### config.mk
export PLATFORM = sky130hd
export DESIGN_NAME = matrix3x3_inverse_unit_flat
export DESIGN_NICKNAME = d
export VERILOG_FILES = /design/src/design/m3inv_pkg.sv /design/src/design/m3inv_in_if.sv /design/src/design/m3inv_out_if.sv /design/src/design/matrix3x3_inverse_unit.sv /design/src/design/m3inv_alu.sv /design/src/design/m3inv_ctrl.sv /design/src/flat_wrapper.sv
export VERILOG_INCLUDE_DIRS = /design/src /design/src/design
export SDC_FILE = /design/constraint.sdc
export NUM_CORES = 2
export LEC_CHECK = 0
export ABC_CLOCK_PERIOD_IN_PS = 26300
export BUFFER_PORTS_ARGS = -buffer_cell sky130_fd_sc_hd__buf_2
export CAP_MARGIN = 20
export CORE_ASPECT_RATIO = 0.6
export CORE_MARGIN = 2
export CORE_UTILIZATION = 50
export CTS_CLUSTER_SIZE = 40
export DETAILED_ROUTE_END_ITERATION = 8
export PLACE_DENSITY = 0.65
export SLEW_MARGIN = 20
export SYNTH_ARGS = -nofsm -noshare
export SYNTH_HDL_FRONTEND = slang
export SYNTH_SLANG_ARGS = --single-unit
### constraint.sdc
create_clock -name clk_i -period 26.3 [get_ports clk_i]
set_input_delay 2.63 -clock clk_i [delete_from_list [all_inputs] [get_ports clk_i]]
set_output_delay 2.63 -clock clk_i [all_outputs]
set_load 0.01 [all_outputs]
### src/design/assert_macros.svh
// Assertion macros used by the matrix inverse unit
`ifndef ASSERT_MACROS_SVH
`define ASSERT_MACROS_SVH

// Check that a condition implies another in the same cycle
`define ASSERT_IMPLIES(lbl, ante, cons, msg) \
  lbl: assert property (@(posedge clk_i) disable iff (!rst_ni) (ante) |-> (cons)) \
    else $error(msg);

// Check that a condition implies another in the following cycle
`define ASSERT_NEXT(lbl, ante, cons, msg) \
  lbl: assert property (@(posedge clk_i) disable iff (!rst_ni) (ante) |=> (cons)) \
    else $error(msg);

`endif

### src/design/m3inv_pkg.sv
// Types, constants and the product schedule of the 3x3 matrix inverse unit
package m3inv_pkg;

  // Index of the ninth element and of the ninth result
  localparam logic [3:0] LAST_ELEM = 4'd8;
  // Last entry of the product schedule (three determinant products close it)
  localparam logic [4:0] LAST_STEP = 5'd20;

  typedef enum logic [3:0] {
    S_LOAD,
    S_LDB,
    S_LDA,
    S_MUL,
    S_DET_CHK,
    S_DIV_LD,
    S_DIV_CHK,
    S_DIV_STEP,
    S_OUT
  } state_e;

  // Sequencer view handed to the datapath
  typedef struct packed {
    state_e     state;
    logic [4:0] step;
    logic [3:0] k;
    logic [3:0] load_cnt;
    logic       sing;
  } ctrl_t;

  // Datapath conditions handed back to the sequencer
  typedef struct packed {
    logic mul_done;
    logic acc_zero;
    logic div_ovf;
    logic out_free;
  } status_t;

  // One multiply-accumulate of the schedule
  typedef struct packed {
    logic [3:0] mplier;
    logic [3:0] mcand;
    logic       from_cof;
    logic       sub;
    logic       clr;
    logic       wr_cof;
  } mop_t;

  function automatic mop_t mk_op(logic [3:0] mplier, logic [3:0] mcand,
                                 logic from_cof, logic sub, logic clr, logic wr_cof);
    mop_t op;
    op.mplier   = mplier;
    op.mcand    = mcand;
    op.from_cof = from_cof;
    op.sub      = sub;
    op.clr      = clr;
    op.wr_cof   = wr_cof;
    return op;
  endfunction

  // Two products per cofactor (row-major), then the determinant along row 0
  function automatic mop_t prog_op(logic [4:0] step);
    mop_t op;
    case (step)
      5'd0:    op = mk_op(4'd4, 4'd8, 1'b0, 1'b0, 1'b1, 1'b0);
      5'd1:    op = mk_op(4'd5, 4'd7, 1'b0, 1'b1, 1'b0, 1'b1);
      5'd2:    op = mk_op(4'd7, 4'd2, 1'b0, 1'b0, 1'b1, 1'b0);
      5'd3:    op = mk_op(4'd8, 4'd1, 1'b0, 1'b1, 1'b0, 1'b1);
      5'd4:    op = mk_op(4'd1, 4'd5, 1'b0, 1'b0, 1'b1, 1'b0);
      5'd5:    op = mk_op(4'd2, 4'd4, 1'b0, 1'b1, 1'b0, 1'b1);
      5'd6:    op = mk_op(4'd5, 4'd6, 1'b0, 1'b0, 1'b1, 1'b0);
      5'd7:    op = mk_op(4'd3, 4'd8, 1'b0, 1'b1, 1'b0, 1'b1);
      5'd8:    op = mk_op(4'd8, 4'd0, 1'b0, 1'b0, 1'b1, 1'b0);
      5'd9:    op = mk_op(4'd6, 4'd2, 1'b0, 1'b1, 1'b0, 1'b1);
      5'd10:   op = mk_op(4'd2, 4'd3, 1'b0, 1'b0, 1'b1, 1'b0);
      5'd11:   op = mk_op(4'd0, 4'd5, 1'b0, 1'b1, 1'b0, 1'b1);
      5'd12:   op = mk_op(4'd3, 4'd7, 1'b0, 1'b0, 1'b1, 1'b0);
      5'd13:   op = mk_op(4'd4, 4'd6, 1'b0, 1'b1, 1'b0, 1'b1);
      5'd14:   op = mk_op(4'd6, 4'd1, 1'b0, 1'b0, 1'b1, 1'b0);
      5'd15:   op = mk_op(4'd7, 4'd0, 1'b0, 1'b1, 1'b0, 1'b1);
      5'd16:   op = mk_op(4'd0, 4'd4, 1'b0, 1'b0, 1'b1, 1'b0);
      5'd17:   op = mk_op(4'd1, 4'd3, 1'b0, 1'b1, 1'b0, 1'b1);
      5'd18:   op = mk_op(4'd0, 4'd0, 1'b1, 1'b0, 1'b1, 1'b0);
      5'd19:   op = mk_op(4'd1, 4'd3, 1'b1, 1'b0, 1'b0, 1'b0);
      5'd20:   op = mk_op(4'd2, 4'd6, 1'b1, 1'b0, 1'b0, 1'b0);
      default: op = '0;
    endcase
    return op;
  endfunction

endpackage

### src/design/m3inv_in_if.sv
// Request channel carrying one matrix element
interface m3inv_in_if #(
  parameter int DATA_WIDTH = 32
) ();
  logic                         valid;
  logic                         ready;
  logic signed [DATA_WIDTH-1:0] element;

  modport source (output valid, output element, input ready);
  modport sink (input valid, input element, output ready);
endinterface

### src/design/m3inv_out_if.sv
// Result channel carrying one inverse element with its flags
interface m3inv_out_if #(
  parameter int DATA_WIDTH = 32
) ();
  logic                         valid;
  logic                         ready;
  logic signed [DATA_WIDTH-1:0] inverse_element;
  logic                         singular;
  logic                         last;

  modport source (output valid, output inverse_element, output singular, output last,
                  input ready);
  modport sink (input valid, input inverse_element, input singular, input last,
                output ready);
endinterface

### src/design/matrix3x3_inverse_unit.sv
// 3x3 fixed-point matrix inverse by adjugate and determinant, one shared adder.
// Nine elements are loaded, then the products are formed by shift-add (each stops
// once its remaining multiplier bits are zero), then each result comes from a
// restoring division, cut short if saturated and skipped if singular.
// A new matrix is accepted only once the last result of the previous one is in the output register.
// Reset clears the sequencer and output valid; element and cofactor stores are not cleared.
`include "assert_macros.svh"

module matrix3x3_inverse_unit import m3inv_pkg::*; #(
  parameter int DATA_WIDTH = 32,
  parameter int FRAC_BITS  = 16
) (
  input logic        clk_i,
  input logic        rst_ni,
  m3inv_in_if.sink   in_i,
  m3inv_out_if.source out_o
);

  localparam int W    = DATA_WIDTH;
  localparam int CW   = 2 * DATA_WIDTH + 1;
  localparam int NW   = 2 * DATA_WIDTH + 2 * FRAC_BITS;
  localparam int AccW = (3 * DATA_WIDTH + 2 > DATA_WIDTH + 2 * FRAC_BITS + 2) ?
                        3 * DATA_WIDTH + 2 : DATA_WIDTH + 2 * FRAC_BITS + 2;

  ctrl_t   ctrl;
  status_t stat;
  mop_t    op;
  logic    in_acc;
  logic    load_wait;

  // Storage
  logic [W-1:0]    store_q [9];
  logic [CW-1:0]   cof_q [9];
  logic [AccW-1:0] acc_q, acc_d;
  logic [AccW-1:0] mcand_q, mcand_d;
  logic [W-1:0]    mplier_q, mplier_d;
  logic            eff_sub_q, eff_sub_d;
  logic [AccW-1:0] det_mag_q, det_mag_d;
  logic            det_neg_q, det_neg_d;
  logic            res_neg_q, res_neg_d;
  logic            ovf_q, ovf_d;

  // Output register
  logic            out_valid_q;
  logic [W-1:0]    out_elem_q;
  logic            out_sing_q;
  logic            out_last_q;
  logic            out_free;
  logic [W-1:0]    res_val;

  // Read ports and shared unit
  logic [3:0]      cof_idx;
  logic [W-1:0]    mcand_rd_q;
  logic [W-1:0]    mplier_rd_q;
  logic [CW-1:0]   cof_rd_q;
  logic [AccW-1:0] alu_a, alu_b, alu_res;
  logic            alu_sub;
  logic [AccW-1:0] rem_sh;
  logic            div_ge;
  logic [NW-1:0]   nmag;

  assign in_acc    = in_i.valid && in_i.ready;
  assign op        = prog_op(ctrl.step);
  assign out_free  = !out_valid_q || out_o.ready;
  assign load_wait = (ctrl.state == S_LOAD) && !(in_acc && (ctrl.load_cnt == LAST_ELEM));

  m3inv_ctrl #(
    .DATA_WIDTH (DATA_WIDTH)
  ) u_ctrl (
    .clk_i      (clk_i),
    .rst_ni     (rst_ni),
    .in_acc_i   (in_acc),
    .stat_i     (stat),
    .in_ready_o (in_i.ready),
    .ctrl_o     (ctrl)
  );

  m3inv_alu #(
    .WIDTH (AccW)
  ) u_alu (
    .a_i   (alu_a),
    .b_i   (alu_b),
    .sub_i (alu_sub),
    .res_o (alu_res)
  );

  // Select the cofactor read for the next cycle: the next result in the output state
  always_comb begin
    case (ctrl.state)
      S_DET_CHK: cof_idx = '0;
      S_OUT:     cof_idx = (ctrl.k == LAST_ELEM) ? LAST_ELEM : ctrl.k + 4'd1;
      default:   cof_idx = op.mcand;
    endcase
  end

  // Shift the remainder up and bring in the next numerator bit
  assign rem_sh = {acc_q[AccW-2:0], mplier_q[W-1]};
  assign div_ge = !alu_res[AccW-1];
  assign nmag   = NW'(alu_res[2*W-1:0]) << (2 * FRAC_BITS);

  // Route operands into the shared adder
  always_comb begin
    alu_a   = '0;
    alu_b   = '0;
    alu_sub = 1'b0;
    case (ctrl.state)
      S_LDA: begin
        alu_b   = {{(AccW-W){mplier_rd_q[W-1]}}, mplier_rd_q};
        alu_sub = mplier_rd_q[W-1];
      end
      S_MUL: begin
        alu_a   = acc_q;
        alu_b   = mcand_q;
        alu_sub = eff_sub_q;
      end
      S_DET_CHK: begin
        alu_b   = acc_q;
        alu_sub = acc_q[AccW-1];
      end
      S_DIV_LD: begin
        alu_b   = {{(AccW-CW){cof_rd_q[CW-1]}}, cof_rd_q};
        alu_sub = cof_rd_q[CW-1];
      end
      S_DIV_CHK: begin
        alu_a   = acc_q;
        alu_b   = det_mag_q;
        alu_sub = 1'b1;
      end
      S_DIV_STEP: begin
        alu_a   = rem_sh;
        alu_b   = det_mag_q;
        alu_sub = 1'b1;
      end
      default: ;
    endcase
  end

  // Datapath register updates
  always_comb begin
    acc_d     = acc_q;
    mcand_d   = mcand_q;
    mplier_d  = mplier_q;
    eff_sub_d = eff_sub_q;
    det_mag_d = det_mag_q;
    det_neg_d = det_neg_q;
    res_neg_d = res_neg_q;
    ovf_d     = ovf_q;
    case (ctrl.state)
      S_LDB: begin
        if (op.clr) acc_d = '0;
      end
      S_LDA: begin
        mcand_d   = op.from_cof ? {{(AccW-CW){cof_rd_q[CW-1]}}, cof_rd_q}
                                : {{(AccW-W){mcand_rd_q[W-1]}}, mcand_rd_q};
        mplier_d  = alu_res[W-1:0];
        eff_sub_d = op.sub ^ mplier_rd_q[W-1];
      end
      S_MUL: begin
        if (mplier_q[0]) acc_d = alu_res;
        mcand_d  = {mcand_q[AccW-2:0], 1'b0};
        mplier_d = {1'b0, mplier_q[W-1:1]};
      end
      S_DET_CHK: begin
        det_mag_d = alu_res;
        det_neg_d = acc_q[AccW-1];
      end
      S_DIV_LD: begin
        acc_d     = AccW'(nmag >> W);
        mplier_d  = nmag[W-1:0];
        res_neg_d = cof_rd_q[CW-1] ^ det_neg_q;
      end
      S_DIV_CHK: ovf_d = div_ge;
      S_DIV_STEP: begin
        acc_d    = div_ge ? alu_res : rem_sh;
        mplier_d = {mplier_q[W-2:0], div_ge};
      end
      default: ;
    endcase
  end

  // Saturate the quotient into the output range
  always_comb begin
    if (ctrl.sing) begin
      res_val = '0;
    end else if (res_neg_q) begin
      if (ovf_q || (mplier_q[W-1] && (|mplier_q[W-2:0]))) res_val = {1'b1, {(W-1){1'b0}}};
      else res_val = ~mplier_q + 1'b1;
    end else begin
      if (ovf_q || mplier_q[W-1]) res_val = {1'b0, {(W-1){1'b1}}};
      else res_val = mplier_q;
    end
  end

  always_comb begin
    stat.mul_done = (mplier_q == '0);
    stat.acc_zero = (acc_q == '0);
    stat.div_ovf  = div_ge;
    stat.out_free = out_free;
  end

  // Hold elements and cofactors; register the read data for the next cycle
  always_ff @(posedge clk_i) begin
    if (in_acc) store_q[ctrl.load_cnt] <= in_i.element;
    if ((ctrl.state == S_MUL) && stat.mul_done && op.wr_cof) begin
      cof_q[ctrl.step[4:1]] <= acc_q[CW-1:0];
    end
    mcand_rd_q  <= store_q[op.mcand];
    mplier_rd_q <= store_q[op.mplier];
    cof_rd_q    <= cof_q[cof_idx];
  end

  always_ff @(posedge clk_i) begin
    acc_q     <= acc_d;
    mcand_q   <= mcand_d;
    mplier_q  <= mplier_d;
    eff_sub_q <= eff_sub_d;
    det_mag_q <= det_mag_d;
    det_neg_q <= det_neg_d;
    res_neg_q <= res_neg_d;
    ovf_q     <= ovf_d;
  end

  // Load the output register when it empties
  always_ff @(posedge clk_i or negedge rst_ni) begin
    if (!rst_ni) begin
      out_valid_q <= 1'b0;
    end else if ((ctrl.state == S_OUT) && out_free) begin
      out_valid_q <= 1'b1;
    end else if (out_o.ready) begin
      out_valid_q <= 1'b0;
    end
  end

  always_ff @(posedge clk_i) begin
    if ((ctrl.state == S_OUT) && out_free) begin
      out_elem_q <= res_val;
      out_sing_q <= ctrl.sing;
      out_last_q <= (ctrl.k == LAST_ELEM);
    end
  end

  assign out_o.valid           = out_valid_q;
  assign out_o.inverse_element = out_elem_q;
  assign out_o.singular        = out_sing_q;
  assign out_o.last            = out_last_q;

  `ASSERT_IMPLIES(a_sing_zero, out_valid_q && out_sing_q, out_elem_q == '0, "singular nonzero")
  `ASSERT_IMPLIES(a_rem_bound, ctrl.state == S_DIV_STEP, acc_q < det_mag_q, "remainder too large")
  `ASSERT_NEXT(a_load_hold, load_wait, ctrl.state == S_LOAD, "loading ended early")

endmodule

### src/design/m3inv_alu.sv
// Shared add/subtract unit of the matrix inverse datapath
module m3inv_alu #(
  parameter int WIDTH = 98
) (
  input  logic [WIDTH-1:0] a_i,
  input  logic [WIDTH-1:0] b_i,
  input  logic             sub_i,
  output logic [WIDTH-1:0] res_o
);

  // Add, or subtract by inverting b and feeding in a carry
  assign res_o = a_i + (b_i ^ {WIDTH{sub_i}}) + {{(WIDTH-1){1'b0}}, sub_i};

endmodule

### src/design/m3inv_ctrl.sv
// Sequencer of the matrix inverse unit: load, products, determinant, divisions
module m3inv_ctrl import m3inv_pkg::*; #(
  parameter int DATA_WIDTH = 32
) (
  input  logic    clk_i,
  input  logic    rst_ni,
  input  logic    in_acc_i,
  input  status_t stat_i,
  output logic    in_ready_o,
  output ctrl_t   ctrl_o
);

  localparam int BW = $clog2(DATA_WIDTH);

  state_e          state_q, state_d;
  logic [4:0]      step_q, step_d;
  logic [3:0]      k_q, k_d;
  logic [3:0]      load_cnt_q, load_cnt_d;
  logic            sing_q, sing_d;
  logic [BW-1:0]   bit_cnt_q, bit_cnt_d;
  logic            bit_last;

  assign bit_last = (bit_cnt_q == BW'(DATA_WIDTH - 1));

  // Next state
  always_comb begin
    state_d = state_q;
    case (state_q)
      S_LOAD: begin
        if (in_acc_i && (load_cnt_q == LAST_ELEM)) state_d = S_LDB;
      end
      S_LDB: state_d = S_LDA;
      S_LDA: state_d = S_MUL;
      S_MUL: begin
        if (stat_i.mul_done) state_d = (step_q == LAST_STEP) ? S_DET_CHK : S_LDB;
      end
      S_DET_CHK: state_d = stat_i.acc_zero ? S_OUT : S_DIV_LD;
      S_DIV_LD: state_d = S_DIV_CHK;
      S_DIV_CHK: state_d = stat_i.div_ovf ? S_OUT : S_DIV_STEP;
      S_DIV_STEP: begin
        if (bit_last) state_d = S_OUT;
      end
      S_OUT: begin
        if (stat_i.out_free) begin
          if (k_q == LAST_ELEM) state_d = S_LOAD;
          else state_d = sing_q ? S_OUT : S_DIV_LD;
        end
      end
      default: state_d = S_LOAD;
    endcase
  end

  // Advance the counters
  always_comb begin
    step_d     = step_q;
    k_d        = k_q;
    load_cnt_d = load_cnt_q;
    sing_d     = sing_q;
    bit_cnt_d  = bit_cnt_q;
    case (state_q)
      S_LOAD: begin
        step_d = '0;
        if (in_acc_i) load_cnt_d = (load_cnt_q == LAST_ELEM) ? '0 : load_cnt_q + 4'd1;
      end
      S_MUL: begin
        if (stat_i.mul_done && (step_q != LAST_STEP)) step_d = step_q + 5'd1;
      end
      S_DET_CHK: begin
        k_d    = '0;
        sing_d = stat_i.acc_zero;
      end
      S_DIV_CHK: bit_cnt_d = '0;
      S_DIV_STEP: bit_cnt_d = bit_cnt_q + 1'b1;
      S_OUT: begin
        if (stat_i.out_free && (k_q != LAST_ELEM)) k_d = k_q + 4'd1;
      end
      default: ;
    endcase
  end

  // Drive the outputs
  always_comb begin
    in_ready_o      = (state_q == S_LOAD);
    ctrl_o.state    = state_q;
    ctrl_o.step     = step_q;
    ctrl_o.k        = k_q;
    ctrl_o.load_cnt = load_cnt_q;
    ctrl_o.sing     = sing_q;
  end

  always_ff @(posedge clk_i or negedge rst_ni) begin
    if (!rst_ni) begin
      state_q    <= S_LOAD;
      step_q     <= '0;
      k_q        <= '0;
      load_cnt_q <= '0;
      sing_q     <= 1'b0;
      bit_cnt_q  <= '0;
    end else begin
      state_q    <= state_d;
      step_q     <= step_d;
      k_q        <= k_d;
      load_cnt_q <= load_cnt_d;
      sing_q     <= sing_d;
      bit_cnt_q  <= bit_cnt_d;
    end
  end

endmodule

### src/flat_wrapper.sv
// flat-port wrapper written by rule: the top's interface ports become plain ports
module matrix3x3_inverse_unit_flat import m3inv_pkg::*;
#(
  parameter int DATA_WIDTH = 32,
  parameter int FRAC_BITS  = 16
)
  (clk_i, rst_ni, in_i_valid, in_i_element, in_i_ready, out_o_valid, out_o_inverse_element, out_o_singular, out_o_last, out_o_ready);
  m3inv_in_if #(.DATA_WIDTH(DATA_WIDTH)) in_i_i ();
  m3inv_out_if #(.DATA_WIDTH(DATA_WIDTH)) out_o_i ();
  input logic clk_i;
  input logic rst_ni;
  input wire logic [$bits(in_i_i.valid)-1:0] in_i_valid;
  input wire logic [$bits(in_i_i.element)-1:0] in_i_element;
  output wire logic [$bits(in_i_i.ready)-1:0] in_i_ready;
  output wire logic [$bits(out_o_i.valid)-1:0] out_o_valid;
  output wire logic [$bits(out_o_i.inverse_element)-1:0] out_o_inverse_element;
  output wire logic [$bits(out_o_i.singular)-1:0] out_o_singular;
  output wire logic [$bits(out_o_i.last)-1:0] out_o_last;
  input wire logic [$bits(out_o_i.ready)-1:0] out_o_ready;
  assign in_i_i.valid = in_i_valid;
  assign in_i_i.element = in_i_element;
  assign in_i_ready = in_i_i.ready;
  assign out_o_valid = out_o_i.valid;
  assign out_o_inverse_element = out_o_i.inverse_element;
  assign out_o_singular = out_o_i.singular;
  assign out_o_last = out_o_i.last;
  assign out_o_i.ready = out_o_ready;
  matrix3x3_inverse_unit #(.DATA_WIDTH(DATA_WIDTH), .FRAC_BITS(FRAC_BITS)) u_core (.clk_i(clk_i), .rst_ni(rst_ni), .in_i(in_i_i), .out_o(out_o_i));
endmodule
== Word level (Yosys, flattened, before mapping) ==
Memories as Yosys holds them, arrays and structs flattened. A register that Yosys moved wholly into a read port is not among the register bits.
Index checks and enable logic that the tools add are counted.

* $add $sub $neg: 7
* Equality and inequality tests: 22
* Multiplexer cells: 37
* Bitwise logic cells: 4
* Reductions and logical operators: 31

{| class="wikitable"
|+ Operator list
! operator !! number
|-
| one-hot mux 98 bit (5 select lines) || 1
|-
| 2-to-1 mux 98 bit || 4
|-
| one-hot mux 98 bit (2 select lines) || 2
|-
| one-hot mux 98 bit (4 select lines) || 1
|-
| one-hot mux 32 bit (4 select lines) || 1
|-
| adder 98 x 1 -> 98 bit || 1
|-
| adder 98 bit || 1
|-
| logical NOT 98 bit || 1
|-
| XOR 98 bit || 1
|-
| 2-to-1 mux 32 bit || 3
|-
| 2-to-1 mux 4 bit || 11
|-
| one-hot mux 4 bit (9 select lines) || 1
|-
| adder 32 x 1 -> 32 bit, second input constant || 1
|-
| logical NOT 32 bit || 1
|-
| NOT 32 bit || 1
|-
| OR reduction 31 bit || 1
|-
| one-hot mux 5 bit (2 select lines) || 2
|-
| equality test 4 x 3 -> 1 bit, second input constant || 4
|-
| one-hot mux 4 bit (2 select lines) || 2
|-
| equality test 4 bit, second input constant || 3
|-
| adder 5 x 1 -> 5 bit, second input constant || 2
|-
| equality test 5 bit, second input constant || 2
|-
| nonzero test 2 bit || 5
|-
| adder 4 x 1 -> 4 bit, second input constant || 2
|-
| other kinds (20) || 47
|}

* Register bits: 388
* Memory bits (writable): 873
* ROM bits: 384
* Input bits: 36
* Output and inout port bits: 36
* Memories: 3

{| class="wikitable"
|+ Memories
! memory !! words !! width !! rd ports !! clocked after memory_dff !! wr ports !! RTL line !! source
|-
| u_core.cof_q || 9 || 65 || 1 || 1 || 1 || matrix3x3_inverse_unit.sv:33 || <nowiki>logic [CW-1:0] cof_q [9];</nowiki>
|-
| (no name shown) || 32 || 12 || 1 || 0 || 0 || m3inv_pkg.sv:63 || <nowiki>case (step)</nowiki>
|-
| u_core.store_q || 9 || 32 || 2 || 2 || 1 || matrix3x3_inverse_unit.sv:32 || <nowiki>logic [W-1:0] store_q [9];</nowiki>
|}

== Depth between registers and ports, before layout ==
* Word-level depth: 8
* Gate-level depth with buffers: 26

== Hierarchy ==
A second synthesis with hierarchy kept.

* Cell total of the unflattened synthesis: 5,085
* Area total of the unflattened synthesis: 65,845.7 um^2

{| class="wikitable"
|+ By module, submodules not included
! module !! instances !! cells each !! area an instance (um^2) !! sequential area each (um^2)
|-
| matrix3x3_inverse_unit || 1 || 3,913 || 57,351.3 || 39,753.1
|-
| m3inv_alu || 1 || 1,029 || 7,125.6 || 0.0
|-
| m3inv_ctrl || 1 || 143 || 1,368.8 || 575.6
|}

== Least setup slack after synthesis ==
Ideal clock, no wire load.

* Path kind: reg2reg
* From: register u_core.u_ctrl.state_q[1]
* To: memory u_core.cof_q[0][0] (netlist name), enable pin
* Setup time: 568 ps
* Data arrival time: 10,205 ps
* Required time: 25,732 ps
* Path slack: 15,527 ps
* Stages on the path, launching flop included: 10
* Path through: dfrtp_1 > buf_2 > nor3b_2 > and2_1 > clkbuf_1 > clkbuf_1 > nand4_1 > nor2_1 > nand2_1 > nor3_1

* Word-level cells in the longest chain between the ends: 5

{| class="wikitable"
|+ Ends and longest elaborated chain
! item !! RTL line !! source
|-
| start: declaration || m3inv_ctrl.sv:15 || <nowiki>state_e state_q, state_d;</nowiki>
|-
| start signal: assignment || m3inv_ctrl.sv:100 || <nowiki>state_q <= state_d;</nowiki>
|-
| equality test 4 x 2 -> 1 bit || matrix3x3_inverse_unit.sv:204 || <nowiki>if ((ctrl.state == S_MUL) && stat.mul_done && op.wr_cof) begin</nowiki>
|-
| logical AND 1 bit (2 in a row) || matrix3x3_inverse_unit.sv:204 ||
|-
| 2-to-1 mux 1 bit || matrix3x3_inverse_unit.sv:204 ||
|-
| 2-to-1 mux 1 bit (implied by the code) || matrix3x3_inverse_unit.sv:205 || <nowiki>cof_q[ctrl.step[4:1]] <= acc_q[CW-1:0];</nowiki>
|-
| end: declaration || matrix3x3_inverse_unit.sv:33 ||
|}

Every way passes these cells.

== Worst setup path in the final report ==
* From: register u_core.u_ctrl.state_q[1]
* To: register u_core.acc_q[90] (data pin)

* Word-level cells in the longest chain between the ends: 8
* Elaborated cells on any way between the ends: 18

{| class="wikitable"
|+ Ends and longest elaborated chain
! item !! RTL line !! source
|-
| equality test 4 x 3 -> 1 bit, on equally long branches || matrix3x3_inverse_unit.sv:106, matrix3x3_inverse_unit.sv:148 ||
|-
| OR reduction 2 bit (no source line) || - ||
|-
| one-hot mux 98 bit (5 select lines) / one-hot mux 1 bit (5 select lines) (equally long branches) || matrix3x3_inverse_unit.sv:106 || <nowiki>case (ctrl.state)</nowiki>
|-
| XOR 98 bit || m3inv_alu.sv:12 || <nowiki>assign res_o = a_i + (b_i ^ {WIDTH{sub_i}}) + {{(WIDTH-1){1'b0}}, sub_i};</nowiki>
|-
| adder 98 bit || m3inv_alu.sv:12 ||
|-
| adder 98 x 1 -> 98 bit || m3inv_alu.sv:12 ||
|-
| 2-to-1 mux 98 bit, on equally long branches || matrix3x3_inverse_unit.sv:174, matrix3x3_inverse_unit.sv:159 ||
|-
| one-hot mux 98 bit (4 select lines) * || matrix3x3_inverse_unit.sv:148 || <nowiki>case (ctrl.state)</nowiki>
|-
| net u_core.acc_d[90] || matrix3x3_inverse_unit.sv:34 || <nowiki>logic [AccW-1:0] acc_q, acc_d;</nowiki>
|-
| end signal: assignment || matrix3x3_inverse_unit.sv:213 || <nowiki>acc_q <= acc_d;</nowiki>
|-
| end: declaration || matrix3x3_inverse_unit.sv:34 ||
|}

The timed path passes the listed nets; every way through them passes the cells marked *. The select of a mux whose other input is x is not followed.
A chain may end at the register's enable or synchronous reset.

==> PnR_summary.wiki <==
{| class="wikitable"
! Metric !! Value
|-
| Gate count of the mapped netlist || 6296
|-
| Ys flop type || sky130_fd_sc_hd__edfxtp_1
|-
| Die span in x || around 480 µm
|-
| Number of nets in the layout || 6295
|-
| Final-report max-slew violation count || 0
|-
| Sum of overflow across all layers after global routing || 0
|-
| # resized after CTS || 0
|-
| DRC violation count after routing || 0
|-
| Total of fill cells in the finished design || 11373
|-
| Count of flip-flops with a built-in enable after synthesis || 1237
|-
| Share of synthesized registers carrying an async set or reset || 1.73%
|-
| CTS H-tree lvls || 4
|-
| Area Overhead vs Synth || 9.62%
|-
| Final core utilization || 55.1%
|-
| Data arrival time of the critical path || between 9 and 10 ns
|-
| Largest net degree at the start of global routing || 144
|-
| Setup repair after global routing missed its margin || false
|-
| CTS tree || built
|-
| Total of max-cap violations || 0
|-
| Routability congestion estimate || 1.01
|-
| Worst supply voltage drop on vdd || 0.119 mV
|-
| Kind of critical path || flip-flop to flip-flop
|-
| Quantity of hold-fixing buffers added after cts || 0
|-
| First-pass GRT wire length || 320 mm
|-
| Count of final setup violators || 0
|-
| Pleak || 26.9 nW
|-
| Headroom to the max-slew limit || under 10%
|-
| Slew of the pin with the lowest slew margin || 1.35 ns
|-
| Total routing usage reported by global routing || 31.0%
|-
| Portion of the post-synthesis area used by sequential elements || 60.0%
|-
| Clock transition at path regs || about 0.07 ns
|-
| Count of standard-cell rows || 104
|-
| Drt via density || 6.48
|-
| Maximum operating frequency || 114 MHz
|-
| Input/output buffers || 71
|-
| Pre-Repair DR Iteration Count || 8
|-
| Top Ports || 72
|-
| Synthesized netlist net count || 6444
|-
| Post-CTS setup buffer count || 0
|-
| Number of global-route vias before repair || 47490
|-
| Die area || 137000 µm²
|-
| Path category of the worst min-delay check || flip-flop to flip-flop
|-
| Synthesis-stage register bit count || roughly 1400
|-
| Final setup TNS || 0 ns
|-
| Synthesized cell area || 67200 µm²
|-
| Hold violation count in the final report || 0
|-
| Worst-case clock skew || 0.0368 ns
|-
| Count of cell types in the netlist || 88
|-
| Detailed Place HPWL || 136 mm
|-
| CORE AREA || 134000 µm²
|-
| Via Count || about 52000
|-
| Final critical-path share of the clock period || 33.4%
|-
| Worst setup EP type || flip-flop
|-
| Starting density of the core || between 50% and 60%
|-
| Library cell used as clock root buffer || sky130_fd_sc_hd__clkbuf_16
|-
| Synth warn || 0
|-
| Max Buffers Root-to-Sink || 3
|-
| Drt first-iter violations || 8171
|-
| CTS buffer count || 133
|-
| Type of origin of the critical path || flip-flop
|-
| Clock Sinks || roughly 1400
|-
| Skew-Pair Late Insertion Delay || 0.79 ns
|-
| Worst-path fanout max || 84
|-
| Average cell area after synthesis || 10.7 µm²
|-
| Total detailed-routing wirelength || 217 mm
|-
| Required arrival time at the worst endpoint || 26.90 ns
|-
| Antenna diode count || 0
|-
| Initial antenna violation count || 6
|-
| Areal power density over the cells || 125 nW/µm²
|-
| DR WL/cell || 26.9 µm
|-
| Status || finished clean
|-
| Height of the die || 288 µm
|-
| Final critical path time including I/O delays and setup || 8.78 ns
|-
| Share of layout cells above drive strength 1 || about 7.5%
|-
| Number of routed nets with antenna violations || 0
|}
-- per-layer routing --
metal  global-route usage [%]  part of all wire (%)  vias to the layer above
li1                         -                     -                    23028
met1                     50.6                    46                    25697
met2                     38.9                    38                     3241
met3                     9.75                    14                      271
met4                     6.86                   1.7                        4
met5                        0                 0.012                        -
-- sequential cells by signal (all words and copies together), names as in the netlist --
name	cells
u_core.out_o.singular	1
u_core.out_o.inverse_element	32
u_core.mcand_rd_q	32
u_core.out_o.last	1
u_core.out_o.valid	1
u_core.u_ctrl.step_q	5
u_core.store_q	288
u_core.u_ctrl.load_cnt_q	4
u_core.ovf_q	1
u_core.det_neg_q	1
u_core.u_ctrl.bit_cnt_q	5
u_core.mplier_rd_q	32
u_core.mplier_q	32
u_core.u_ctrl.k_q	4
u_core.u_ctrl.sing_q	1
u_core.cof_rd_q	65
u_core.det_mag_q	98
u_core.u_ctrl.state_q	4
u_core.cof_q	585
u_core.eff_sub_q	1
u_core.res_neg_q	1
u_core.mcand_q	98
u_core.acc_q	98
-- metrics by stage --
stage / setup slack [ns] / hold slack [ns] / instances / power, mW / instance area [µm²]
6_report: 17.52 / 0.438 / 8058 / 9.23 / 73600
5_1_grt: 17.11 / 0.464 / 8058 / 9.60 / 73600
4_1_cts: 17.89 / 0.439 / 8057 / 9.03 / 73600
3_3_place_gp: 18.07 / 0.424 / 7813 / 7.04 / 69200
3_5_place_dp: 17.92 / 0.430 / 7813 / 7.07 / 69200
2_1_floorplan: 15.53 / 0.418 / 6296 / 5.73 / 67200
-- worst max-delay path, cell delays in order, from the launching register on --
cell and delay [ns]:
sky130_fd_sc_hd__dfrtp_1 0.82, sky130_fd_sc_hd__nor3b_4 0.29, sky130_fd_sc_hd__buf_4 0.72, sky130_fd_sc_hd__and2_4 0.73, sky130_fd_sc_hd__buf_4 0.74, sky130_fd_sc_hd__nand2_1 0.15, sky130_fd_sc_hd__nand3_1 0.14, sky130_fd_sc_hd__mux2i_1 0.08
sky130_fd_sc_hd__ha_1 0.52, sky130_fd_sc_hd__o211ai_1 0.18, sky130_fd_sc_hd__o21ai_1 0.33, sky130_fd_sc_hd__nand4_1 0.25, sky130_fd_sc_hd__a2111oi_0 0.52, sky130_fd_sc_hd__nor3_1 0.29, sky130_fd_sc_hd__nor4_1 0.97, sky130_fd_sc_hd__o21ai_1 0.14
sky130_fd_sc_hd__nor4bb_1 0.21, sky130_fd_sc_hd__nor2_1 0.65, sky130_fd_sc_hd__mux2_2 0.43, sky130_fd_sc_hd__o31ai_1 0.22
-- final cells by class --
class                      count  area [µm²]  share of cell area, %
clock buffer                 185        3740                   5.07
clock inverter                59         661                  0.897
inverter                      71         277                  0.376
multi-input combinational   4380       25200                   34.2
sequential                  1390       40300                   54.8
tap                         1802        2250                   3.06
timing repair buffer         171        1180                   1.60
-- logic make-up (layout without fill, tap and decap cells) --
family,Yosys count,in the layout,synth area share (%)
and+or+nand+nor,2557,2557,16.6
adders and majority gates,112,112,2.10
xor gates and xnor gates,97,97,1.26
buffers and inverters,526,486,3.04
muxes,193,193,2.89
DFF,1390,1390,60.0
AOI/OAI and AO/OA,1421,1421,14.0
-- cells in the mapped netlist, types with 15 or more instances --
master | instances | area [µm²]
sky130_fd_sc_hd__clkbuf_1 | 400 | 1500
sky130_fd_sc_hd__or3_1 | 15 | 93.8
sky130_fd_sc_hd__o21a_1 | 19 | 143
sky130_fd_sc_hd__xnor2_1 | 55 | 482
sky130_fd_sc_hd__o21bai_1 | 31 | 233
sky130_fd_sc_hd__a31oi_1 | 154 | 963
sky130_fd_sc_hd__and3_1 | 147 | 920
sky130_fd_sc_hd__nand2_1 | 1587 | 5960
sky130_fd_sc_hd__or2_2 | 15 | 93.8
sky130_fd_sc_hd__o22ai_1 | 16 | 100
sky130_fd_sc_hd__nor2b_1 | 16 | 100
sky130_fd_sc_hd__a311oi_1 | 132 | 1160
sky130_fd_sc_hd__edfxtp_1 | 1237 | 37100
sky130_fd_sc_hd__dfxtp_1 | 129 | 2580
sky130_fd_sc_hd__ha_1 | 111 | 1390
sky130_fd_sc_hd__nand4_1 | 90 | 563
sky130_fd_sc_hd__inv_1 | 67 | 251
sky130_fd_sc_hd__buf_1 | 34 | 128
sky130_fd_sc_hd__nor3_1 | 54 | 270
sky130_fd_sc_hd__a21o_1 | 51 | 383
sky130_fd_sc_hd__a22o_1 | 137 | 1200
sky130_fd_sc_hd__and2_1 | 17 | 106
sky130_fd_sc_hd__xor2_1 | 42 | 368
sky130_fd_sc_hd__nor2_1 | 177 | 664
sky130_fd_sc_hd__dfrtp_1 | 24 | 601
sky130_fd_sc_hd__o21ai_1 | 51 | 255
sky130_fd_sc_hd__a22oi_1 | 157 | 1180
sky130_fd_sc_hd__mux2i_1 | 188 | 1880
sky130_fd_sc_hd__a21oi_1 | 227 | 1140
sky130_fd_sc_hd__o21ai_0 | 328 | 1640
sky130_fd_sc_hd__nand3_1 | 354 | 1770
sky130_fd_sc_hd__nor4_1 | 37 | 231
-- cells in the final DEF, fill, tap and decap left out, types with 137 or more instances in the layout --
master,Yosys,routed
sky130_fd_sc_hd__nand2_1,1587,1587
sky130_fd_sc_hd__edfxtp_1,1237,1237
sky130_fd_sc_hd__nand3_1,354,353
sky130_fd_sc_hd__o21ai_0,328,326
sky130_fd_sc_hd__a21oi_1,227,224
sky130_fd_sc_hd__mux2i_1,188,188
sky130_fd_sc_hd__nor2_1,177,164
sky130_fd_sc_hd__a22oi_1,157,157
sky130_fd_sc_hd__a31oi_1,154,154
sky130_fd_sc_hd__and3_1,147,141
sky130_fd_sc_hd__a22o_1,137,137
-- power breakdown --
group | leakage, nW | internal (mW) | total (mW) | switching (mW)
logic | 12.0 | 1.18 | 3.79 | 2.62
registers | 12.8 | 3.03 | 3.47 | 0.447
clock network | 2.15 | 1.09 | 1.96 | 0.875
-- path summary, 6_finish.rpt --
check | slack [ns] | depth (start not counted) | from | endpoint
worst min-delay path | 0.44 | 2 | u_core.cof_q[8][60] | u_core.cof_rd_q[60]
min in group asynchronous | 1.88 | 1 | rst_ni | u_core.out_o.valid
worst min register to register | 0.44 | 2 | u_core.cof_q[8][60] | u_core.cof_rd_q[60]
max in group asynchronous | 23.96 | 1 | rst_ni | u_core.u_ctrl.bit_cnt_q[2]
worst max register to register | 17.52 | 19 | u_core.u_ctrl.state_q[1] | u_core.acc_q[90]
worst max-delay path | 17.52 | 19 | u_core.u_ctrl.state_q[1] | u_core.acc_q[90]
Note: power is estimated with default switching activity, not from simulation.
